==> src/gate_run_despeckle_defines.svh <==
// Assertion macros shared by the despeckle RTL.
`ifndef GATE_RUN_DESPECKLE_DEFINES_SVH
`define GATE_RUN_DESPECKLE_DEFINES_SVH

// Same-cycle implication, disabled during reset.
`define GRD_ASSERT_IMPL(label, clk, rst, ante, cons) \
   label: assert property (@(posedge clk) disable iff (rst) (ante) |-> (cons)) \
      else $error("assertion failed");

// Next-cycle implication, disabled during reset.
`define GRD_ASSERT_NEXT(label, clk, rst, ante, cons) \
   label: assert property (@(posedge clk) disable iff (rst) (ante) |=> (cons)) \
      else $error("assertion failed");

`endif

==> src/grd_pkg.sv <==
// Package for the gate run despeckle filter: types, constants, helpers.
`timescale 1ns / 1ps
package grd_pkg;

   localparam int MAX_SPECKLE = 31;
   localparam int CNT_W       = $clog2(MAX_SPECKLE + 1);
   localparam int VALUE_W     = 32;
   localparam int SPK_W       = 5;
   localparam int CSR_IDX_W   = 1;

   localparam logic [CSR_IDX_W-1:0] CSR_SPECKLE_LEN   = 1'b0;
   localparam logic [CSR_IDX_W-1:0] CSR_MISSING_VALUE = 1'b1;

   localparam logic [SPK_W-1:0]   SPECKLE_LEN_RESET   = 5'd2;
   localparam logic [VALUE_W-1:0] MISSING_VALUE_RESET = '0;

   typedef struct packed {
      logic [VALUE_W-1:0] gate_value;
      logic               in_boundary;
      logic               ray_end;
   } req_type;

   typedef struct packed {
      logic [VALUE_W-1:0] out_value;
      logic               out_ray_end;
      logic               out_last;
   } rsp_type;

   typedef struct packed {
      logic load;
      logic shift;
   } cell_ctrl_type;

   typedef enum logic [1:0] {
      ST_IDLE,
      ST_DRAIN,
      ST_LAST
   } state_type;

   function automatic logic [CNT_W-1:0] eff_len(input logic [SPK_W-1:0] spk);
      logic [CNT_W-1:0] r;
      if (int'(spk) > MAX_SPECKLE) begin
         r = CNT_W'(MAX_SPECKLE);
      end else begin
         r = CNT_W'(spk);
      end
      return r;
   endfunction

endpackage

==> src/grd_cell.sv <==
// One storage cell of the run buffer chain: loads a gate or takes its neighbor's value.
`timescale 1ns / 1ps
module grd_cell
   import grd_pkg::*;
(
   input  logic               clock,
   input  cell_ctrl_type      ctrl,
   input  logic [VALUE_W-1:0] push_value,
   input  logic [VALUE_W-1:0] next_value,
   output logic [VALUE_W-1:0] value
);

   logic [VALUE_W-1:0] value_ff;
   logic [VALUE_W-1:0] value_in;

   always_comb begin
      value_in = value_ff;
      if (ctrl.load) begin
         value_in = push_value;
      end else if (ctrl.shift) begin
         value_in = next_value;
      end
   end

   always_ff @(posedge clock) begin
      value_ff <= value_in;
   end

   assign value = value_ff;

endmodule

==> src/gate_run_despeckle.sv <==
// Top level of the gate run despeckle filter: control, cell chain, output register.
// A request updates the state register; its results then leave through the output register.
// A held gate yields no result and the block stays ready; a request that yields results
// drains the held run of n gates (n <= 31) from the cell chain, one cell shift per cycle
// unless the result channel stalls, then its own result; new requests stall until it is done.
// Reset (synchronous): speckle_len = 2, missing_value = 0, run empty, no pass-through.
`timescale 1ns / 1ps
`include "gate_run_despeckle_defines.svh"
module gate_run_despeckle
   import grd_pkg::*;
(
   input  logic                 clock,
   input  logic                 reset,
   input  logic                 req_valid,
   output logic                 req_stall,
   input  req_type              req_data,
   output logic                 rsp_valid,
   input  logic                 rsp_stall,
   output rsp_type              rsp_data,
   input  logic                 csr_valid,
   output logic                 csr_ready,
   input  logic [CSR_IDX_W-1:0] csr_index,
   input  logic [VALUE_W-1:0]   csr_data
);

   state_type          state_ff, state_in;
   logic [SPK_W-1:0]   speckle_len_ff, speckle_len_in;
   logic [VALUE_W-1:0] missing_ff, missing_in;
   logic [CNT_W-1:0]   run_count_ff, run_count_in;
   logic               pass_through_ff, pass_through_in;
   logic [VALUE_W-1:0] cur_value_ff, cur_value_in;
   logic               cur_rend_ff, cur_rend_in;
   logic               blank_ff, blank_in;
   logic               rsp_valid_ff, rsp_valid_in;
   rsp_type            rsp_data_ff, rsp_data_in;

   logic               accept;
   logic               out_load;
   logic               drain_go;
   logic               last_go;
   logic               gate_ok;
   logic               over_len;
   logic               push;
   logic               release_run;
   logic               rel_blank;
   logic               pass_next;
   logic [VALUE_W-1:0] emit_value;
   logic [VALUE_W-1:0] cell_value [MAX_SPECKLE];

   // configuration
   assign csr_ready = 1'b1;

   always_comb begin
      speckle_len_in = speckle_len_ff;
      missing_in     = missing_ff;
      if (csr_valid) begin
         case (csr_index)
            CSR_SPECKLE_LEN:   speckle_len_in = csr_data[SPK_W-1:0];
            CSR_MISSING_VALUE: missing_in     = csr_data;
            default: begin
            end
         endcase
      end
   end

   // request decode
   always_comb begin
      gate_ok     = req_data.in_boundary && (req_data.gate_value != missing_ff);
      over_len    = ({1'b0, run_count_ff} + (CNT_W + 1)'(1)) > {1'b0, eff_len(speckle_len_ff)};
      push        = 1'b0;
      release_run = 1'b0;
      rel_blank   = 1'b0;
      pass_next   = 1'b0;
      emit_value  = req_data.gate_value;
      if (pass_through_ff) begin
         pass_next = gate_ok && !req_data.ray_end;
      end else if (gate_ok) begin
         if (over_len) begin
            release_run = 1'b1;
            pass_next   = !req_data.ray_end;
         end else if (req_data.ray_end) begin
            release_run = 1'b1;
            rel_blank   = 1'b1;
            emit_value  = missing_ff;
         end else begin
            push = 1'b1;
         end
      end else begin
         release_run = 1'b1;
         rel_blank   = req_data.in_boundary;
      end
   end

   // next state
   always_comb begin
      state_in = state_ff;
      case (state_ff)
         ST_IDLE: begin
            if (accept && release_run && (run_count_ff != '0)) begin
               state_in = ST_DRAIN;
            end else if (accept && !push) begin
               state_in = ST_LAST;
            end
         end
         ST_DRAIN: begin
            if (out_load && (run_count_ff == CNT_W'(1))) begin
               state_in = ST_LAST;
            end
         end
         ST_LAST: begin
            if (out_load) begin
               state_in = ST_IDLE;
            end
         end
         default: state_in = ST_IDLE;
      endcase
   end

   // outputs of the state machine
   always_comb begin
      req_stall = 1'b1;
      drain_go  = 1'b0;
      last_go   = 1'b0;
      case (state_ff)
         ST_IDLE:  req_stall = 1'b0;
         ST_DRAIN: drain_go  = out_load;
         ST_LAST:  last_go   = out_load;
         default: begin
         end
      endcase
   end

   assign accept   = req_valid && !req_stall;
   assign out_load = !rsp_valid_ff || !rsp_stall;

   // run state and current request
   always_comb begin
      run_count_in    = run_count_ff;
      pass_through_in = pass_through_ff;
      cur_value_in    = cur_value_ff;
      cur_rend_in     = cur_rend_ff;
      blank_in        = blank_ff;
      if (accept) begin
         pass_through_in = pass_next;
         cur_value_in    = emit_value;
         cur_rend_in     = req_data.ray_end;
         blank_in        = rel_blank;
         if (push) begin
            run_count_in = run_count_ff + CNT_W'(1);
         end
      end else if (drain_go) begin
         run_count_in = run_count_ff - CNT_W'(1);
      end
   end

   // output register
   always_comb begin
      rsp_valid_in = rsp_valid_ff && rsp_stall;
      rsp_data_in  = rsp_data_ff;
      if (drain_go) begin
         rsp_valid_in            = 1'b1;
         rsp_data_in.out_value   = blank_ff ? missing_ff : cell_value[0];
         rsp_data_in.out_ray_end = 1'b0;
         rsp_data_in.out_last    = 1'b0;
      end else if (last_go) begin
         rsp_valid_in            = 1'b1;
         rsp_data_in.out_value   = cur_value_ff;
         rsp_data_in.out_ray_end = cur_rend_ff;
         rsp_data_in.out_last    = 1'b1;
      end
   end

   always_ff @(posedge clock) begin
      if (reset) begin
         state_ff        <= ST_IDLE;
         speckle_len_ff  <= SPECKLE_LEN_RESET;
         missing_ff      <= MISSING_VALUE_RESET;
         run_count_ff    <= '0;
         pass_through_ff <= 1'b0;
         rsp_valid_ff    <= 1'b0;
      end else begin
         state_ff        <= state_in;
         speckle_len_ff  <= speckle_len_in;
         missing_ff      <= missing_in;
         run_count_ff    <= run_count_in;
         pass_through_ff <= pass_through_in;
         rsp_valid_ff    <= rsp_valid_in;
      end
   end

   always_ff @(posedge clock) begin
      cur_value_ff <= cur_value_in;
      cur_rend_ff  <= cur_rend_in;
      blank_ff     <= blank_in;
      rsp_data_ff  <= rsp_data_in;
   end

   assign rsp_valid = rsp_valid_ff;
   assign rsp_data  = rsp_data_ff;

   // run buffer: chain of cells, head is cell 0
   for (genvar k = 0; k < MAX_SPECKLE; k++) begin : g_cell
      cell_ctrl_type      ctrl;
      logic [VALUE_W-1:0] nxt;
      assign ctrl.load  = accept && push && (run_count_ff == CNT_W'(k));
      assign ctrl.shift = drain_go;
      if (k == MAX_SPECKLE - 1) begin : g_tail
         assign nxt = cell_value[k];
      end else begin : g_mid
         assign nxt = cell_value[k + 1];
      end
      grd_cell u_cell (
         .clock      (clock),
         .ctrl       (ctrl),
         .push_value (req_data.gate_value),
         .next_value (nxt),
         .value      (cell_value[k])
      );
   end

   `GRD_ASSERT_IMPL(a_pass_empty, clock, reset, pass_through_ff && (state_ff == ST_IDLE), run_count_ff == '0)
   `GRD_ASSERT_IMPL(a_drain_nonempty, clock, reset, state_ff == ST_DRAIN, run_count_ff != '0)
   `GRD_ASSERT_NEXT(a_drain_out, clock, reset, drain_go, rsp_valid_ff && !rsp_data_ff.out_last)
   `GRD_ASSERT_NEXT(a_last_out, clock, reset, last_go, rsp_valid_ff && rsp_data_ff.out_last)

endmodule
==> config.mk <==
export PLATFORM = sky130hd
export DESIGN_NAME = gate_run_despeckle
export DESIGN_NICKNAME = d
export VERILOG_FILES = /design/src/grd_pkg.sv /design/src/grd_cell.sv /design/src/gate_run_despeckle.sv
export VERILOG_INCLUDE_DIRS = /design/src /design/src/src
export SDC_FILE = /design/constraint.sdc
export NUM_CORES = 1
export LEC_CHECK = 0
export ABC_AREA = 1
export CAP_MARGIN = 20
export CORE_MARGIN = 10
export CORE_UTILIZATION = 30
export CTS_CLUSTER_DIAMETER = 200
export CTS_CLUSTER_SIZE = 24
export DETAILED_ROUTE_END_ITERATION = 12
export DONT_BUFFER_PORTS = 1
export GPL_TIMING_DRIVEN = 0
export PLACE_DENSITY_LB_ADDON = 0.15
export SETUP_SLACK_MARGIN = 0.2
export SYNTH_ARGS = -nofsm -noshare
export SYNTH_HDL_FRONTEND = slang
export SYNTH_SLANG_ARGS = --single-unit
==> constraint.sdc <==
create_clock -name clock -period 11.5 [get_ports clock]
set_clock_uncertainty 0.2 [all_clocks]
set_input_delay 0.575 -clock clock [delete_from_list [all_inputs] [get_ports clock]]
set_output_delay 0.575 -clock clock [all_outputs]
set_load 0.03 [all_outputs]
* Word-level counts from Yosys, hierarchy flattened
Index checks and enable logic that the tools add are counted.
** Storage, ports and cells
- Register bits after elaboration :: 1106
- Bits of input ports :: 72
- Output and inout bits :: 37
- Logic and storage cells :: 262
** Operators by class
- Add/subtract/negate cells :: 3
- Magnitude comparators :: 1
- Equal/unequal tests :: 37
- Mux-type cells :: 93
- Bitwise logic cells :: 1
- Reduce and logical (&&, ||, !) cells :: 84
** Operators by type and width (number)
- two-way mux 32 bit :: 65
- == test 5 bit (second input constant) :: 15
- two-way mux 34 bit :: 2
- nonzero test 2 bit :: 32
- == test 5 x 4 -> 1 bit (second input constant) :: 8
- logical AND 1 bit :: 40
- inequality test 32 bit :: 1
- == test 5 x 3 -> 1 bit (second input constant) :: 4
- two-way mux 1 bit :: 18
- two-way mux 5 bit :: 3
- == test 5 x 2 -> 1 bit (second input constant) :: 2
- two-way mux 2 bit :: 4
- adder 5 x 1 -> 6 bit (second input constant) :: 1
- > comparator 6 x 5 -> 1 bit :: 1
- one-hot mux 2 bit (3 select lines) :: 1
- AND reduction 2 bit :: 3
- adder 5 x 1 -> 5 bit (second input constant) :: 1
- == test 5 x 1 -> 1 bit (second input constant) :: 1
- logical NOT 5 bit :: 1
- nonzero test 5 bit :: 1
- subtractor 5 x 1 -> 5 bit (second input constant) :: 1
- logical NOT 1 bit :: 4
- inequality test 2 bit (second input constant) :: 2
- inequality test 3 bit (second input constant) :: 1
- other kinds (7) :: 7

* Longest topological paths before layout
- Depth after elaboration :: 10
- Mapped depth :: 20

* Hierarchy
A second synthesis with hierarchy kept.
** Second synthesis, totals
- Cell total of the unflattened synthesis :: 4967
- Area, all modules :: 49324.8 µm²
** Modules (own cells, without submodules)
- grd_cell :: times used 31, cells an instance 137, area an instance 1401.3 µm²
- gate_run_despeckle :: times used 1, cells an instance 720, area an instance 5883.1 µm²

* Least setup slack after synthesis
Ideal clock, no wire load.
- Path kind :: register -> register
- Start :: register run_count_ff[0]
- End :: register g_cell[30].u_cell.value_ff[0], enable pin
- Arrival :: 5.009 ns
- Data required time :: 10.798 ns
- Setup slack :: 5.790 ns
- Stages on the path, launching flop included :: 15
- Buffers on the path :: 0
- Cells stage by stage :: dfxtp_1 > ha_1 > inv_1 > nor2_1 > ha_1 > inv_1 > ha_1 > and3_1 > nand2_1 > nand2_1 > nand2_1 > nand2_1 > nor2_2 > nand3_4 > nor4_1
** RTL lines
- from (decl) :: line gate_run_despeckle.sv:29 : logic [CNT_W-1:0] run_count_ff, run_count_in;
- from (signal assigned) :: line gate_run_despeckle.sv:185 : run_count_ff <= run_count_in;
- to (signal assigned) :: line grd_cell.sv:26 : value_ff <= value_in;
- to (decl) :: line grd_cell.sv:13 : logic [VALUE_W-1:0] value_ff;

* Worst setup path in the final report
- Start :: register run_count_ff[3]
- End :: register g_cell[5].u_cell.value_ff[20], enable pin
** On the way
- Word-level cells in the longest chain between the ends :: 8
- Elaborated cells on any way between the ends :: 9
- Classes of those cells :: add/sub: 1; order compare: 1; eq/ne: 1; mux: 3; reduce/logical: 3
** Ends and longest elaborated chain
- adder 5 x 1 -> 6 bit :: line gate_run_despeckle.sv:69 : over_len = ({1'b0, run_count_ff} + (CNT_W + 1)'(1)) > {1'b0, eff_len(speckle_len_ff)};
- > comparator 6 x 5 -> 1 bit :: line gate_run_despeckle.sv:69
- two-way mux 1 bit :: line gate_run_despeckle.sv:78 : if (over_len) begin
- two-way mux 1 bit :: line gate_run_despeckle.sv:77 : end else if (gate_ok) begin
- two-way mux 1 bit :: line gate_run_despeckle.sv:75 : if (pass_through_ff) begin
- logical AND 1 bit :: line gate_run_despeckle.sv:205 : assign ctrl.load = accept && push && (run_count_ff == CNT_W'(k));
- logical AND 1 bit (*) :: line gate_run_despeckle.sv:205
- nonzero test 2 bit (no source line) (*)
- to (signal assigned) :: line grd_cell.sv:26
- to (decl) :: line grd_cell.sv:13
Every way passes the cells marked *; elsewhere a longest branch is shown, timed or not.
A chain may end at the register's enable or synchronous reset.

==> metrics <==
Synth cell types 33; initial antenna violation count 10; Die Footprint 168700 um^2; Comb pwr share 0.215; core footprint about 150000 um^2; post-route ant nets 0; TritonRoute pass-1 iters 6; Chip Width between 400 and 500 um; area fraction of the dominant cell type after synthesis 0.6935; #FFs+latches synth 1106; Port Buffers 0; LEAKAGE 18.62 nW; htree depth 2; DR vias 30076; clock power share 0.200; Post-CTS Setup Inserts 0; Sw Pwr between 0.003 and 0.004 W; worst skew pair latency ~0.73 ns; critical path class flop to flop; detailed-route wire length roughly 150000 um; P_int around 0.0074 W; worst slew pin tran 1.236 ns; Pins Over Slew Limit 0; FF/Latch Area ~33000 um^2; WP data required ~12 ns; Synth top cells by count nand2_1 (1186), edfxtp_1 (1058), o21ai_1 (640); fillcell total between 15000 and 20000; first-pass GRT wire length approximately 210000 um; Final HPWL DP 103000 um; Vias/cell between 4 and 5; drt wl/cell 23.51 um; relative slew slack 0.1763; count leader, synth nand2_1; grt ovf 0; largest cells by area after synthesis edfxtp_1 (69%), nand2_1 (9.7%), o21ai_1 (7.0%), o21ai_0 (5.0%), dfxtp_1 (2.1%); Hold Slack 0.07511 ns; Top delay family on crit path simple AND/OR/NAND/NOR gates; pin count of the biggest net entering global routing 36; Net Sw Frac 0.3138; EDFF count, synth roughly 1100; total track usage 0.1677; register area share after synthesis 0.7145; Flop pwr share 0.585; post-route minimum period 4.627 ns; CP max stage delay approximately 0.53 ns; Area Growth Syn to Fin 11.82%; outcome finished, final reports clean; Post-Syn Nets just over 4000; TritonCTS clock tree built; cts bufs inserted between 50 and 60; Worst setup SP type flop; clock buffer depth 3; CP dominant cell by count nand2_1; share of layout cells above drive strength 1 0.06427; Multi-input gate area between 10000 and 15000 um^2; fin crit share 0.4024; max-cap viol count 0; Buf/Inv on CP 5; element type at the critical path end flop; Sink Count around 1100; clk root buf clkbuf_16; setup TNS 0 ns; final hold viol count 0; predominant post-synthesis flop cell edfxtp_1; vias in the first global route 29001; Final nets 4228; Starting DRT DRC Count roughly 2800; synthesized area per cell between 10 and 15 um^2; Reg clk slew, reported paths about 0.11 ns; slowest CP cell nand2_1; Post-Syn Area 45810 um^2; PD cells approximately 210 nW/um^2; unrepaired setup endpoints after global routing false; Die H about 400 um; post-synth top area cell edfxtp_1; VDD IR-drop max 0.1246 mV; crit-path max FO 22; Max Fclk 0.2161 GHz; Arrival @ worst endpoint 4.81 ns; initial core utilization 0.3016; setup violators final 0; Synth async-reset ratio 0; row cnt about 140; detailed-route DRC error count 0; Yosys warning total 0; I/O pins roughly 110; CP cell instances clkbuf_1 > nand2_1 > nor2_1 > ha_1 > inv_1 > ha_1 > and3_1 > nand2_1 > nand2_1 > nand2_1 > nand2_1 > nor2_2 > nand3_4 > nor2_4 > buf_6 > nand2_1 > clkbuf_1 > nand2_1 > buf_16; global placer's final weighted congestion around 0.83; Post-CTS Resized 0; class of the worst hold path primary input to flop; Syn Inst Count 3991
## area by class of cell
cell class	count	area share
diodes	5	0.0002442
plain buffers	345	0.03500
clock buffers	75	0.02709
clock inverters	4	0.001465
inverters	97	0.007107
multi-input cells	2443	0.2139
flip-flops and latches	1106	0.6389
well taps	2030	0.04958
repair buffers	100	0.02674
## worst reg2reg max path: stages, from the launching register on
cell	delay, ns
dfxtp_1	0.32
clkbuf_1	0.27
nand2_1	0.25
nor2_1	0.14
ha_1	0.25
inv_1	0.07
ha_1	0.23
and3_1	0.16
nand2_1	0.06
nand2_1	0.05
nand2_1	0.06
nand2_1	0.12
nor2_2	0.18
nand3_4	0.15
nor2_4	0.23
buf_6	0.18
nand2_1	0.27
clkbuf_1	0.35
nand2_1	0.53
buf_16	0.25
## power groups by stage
stage | Combinational (W) | Clock [W] | Sequential (W)
detailed placement | 0.00228 | 0 | 0.00641
CTS | 0.00234 | 0.00223 | 0.00634
global route | 0.00259 | 0.00236 | 0.00641
finish | 0.00232 | 0.00217 | 0.00633
floorplan | 0.00138 | 0 | 0.00629
global placement | 0.00207 | 0 | 0.00648
## timing repair
item | 4_1_cts | 5_1_grt
hold endpoints to repair | 108 | 0
hold buffers | 73 | 0
setup endpoints to repair | 0 | 0
## cells in the final DEF, fill, tap and decap left out, types with 2 or more instances in the layout
master         netlist  final
inv_2                7      8
diode_2              0      5
o21ai_0            460    460
nand2_1           1186   1176
dlygate4sd3_1        0     73
clkbuf_16            0     52
o31ai_1              2      2
buf_1                2      2
xor2_1               5      5
buf_6               29     30
edfxtp_1          1058   1058
ha_1                11     11
nor2_1              50     50
buf_2               86     86
buf_16               0     21
nor2_4               2      2
xnor2_1             23     23
o21ai_1            640    640
buf_4               46     50
nand4_1              3      3
a21oi_1             43     43
dfxtp_1             48     48
clkbuf_1           182    205
nand3_1              7      7
inv_1               89     88
nand2_2              0     10
## metrics by stage
stage                     worst slack (ns)  area [um^2]  instances  utilization  total power (W)
after CTS                            6.812        51220       6200       0.3372          0.01091
after global routing                 6.553        51220       6201       0.3372          0.01136
final                                6.873        51230       6205       0.3372          0.01082
after floorplan                      5.790        45810       3991            -         0.007662
after global placement               2.756        48350       6021       0.3183         0.008547
after detailed placement             6.860        49020       6048       0.3227         0.008698
## final timing paths
check                                       from                                     to  slack (ns)  cells past startpoint
hold / removal                       req_data[0]  g_cell[30].u_cell.value[24]$_DFFE_PP_        0.08                      3
hold reg to reg   speckle_len_ff[2]$_SDFFE_PP0P_         speckle_len_ff[2]$_SDFFE_PP0P_        0.29                      2
setup reg to reg    run_count_ff[3]$_SDFFE_PP0P_   g_cell[5].u_cell.value[20]$_DFFE_PP_        6.87                     19
setup / recovery    run_count_ff[3]$_SDFFE_PP0P_   g_cell[5].u_cell.value[20]$_DFFE_PP_        6.87                     19
## kinds of logic after synthesis
family                     synth area share
AOI/OAI and AO/OA                    0.1262
xor gates and xnor gates           0.005353
adders and majority gates          0.003004
buffers and inverters               0.04708
DFF                                  0.7145
other                            0.00008186
and+or+nand+nor                      0.1038
## sequential cells by signal (all words and copies together), names as in the netlist, 2 cells and up
| name | cells |
|---|---|
| cur_value_ff | 32 |
| g_cell.u_cell.value | 992 |
| missing_ff | 32 |
| rsp_data | 34 |
| run_count_ff | 5 |
| speckle_len_ff | 5 |
| state_ff | 2 |
## layer usage
metal	wire [um]	GRT usage	part of all wire	up-vias
li1	-	-	-	14224
met1	67330	0.2418	0.46	14749
met2	66210	0.2648	0.45	938
met3	9055	0.02581	0.062	163
met4	3270	0.03820	0.022	2
met5	13	0	0.000089	-
Note: power is estimated with default switching activity, not from simulation.
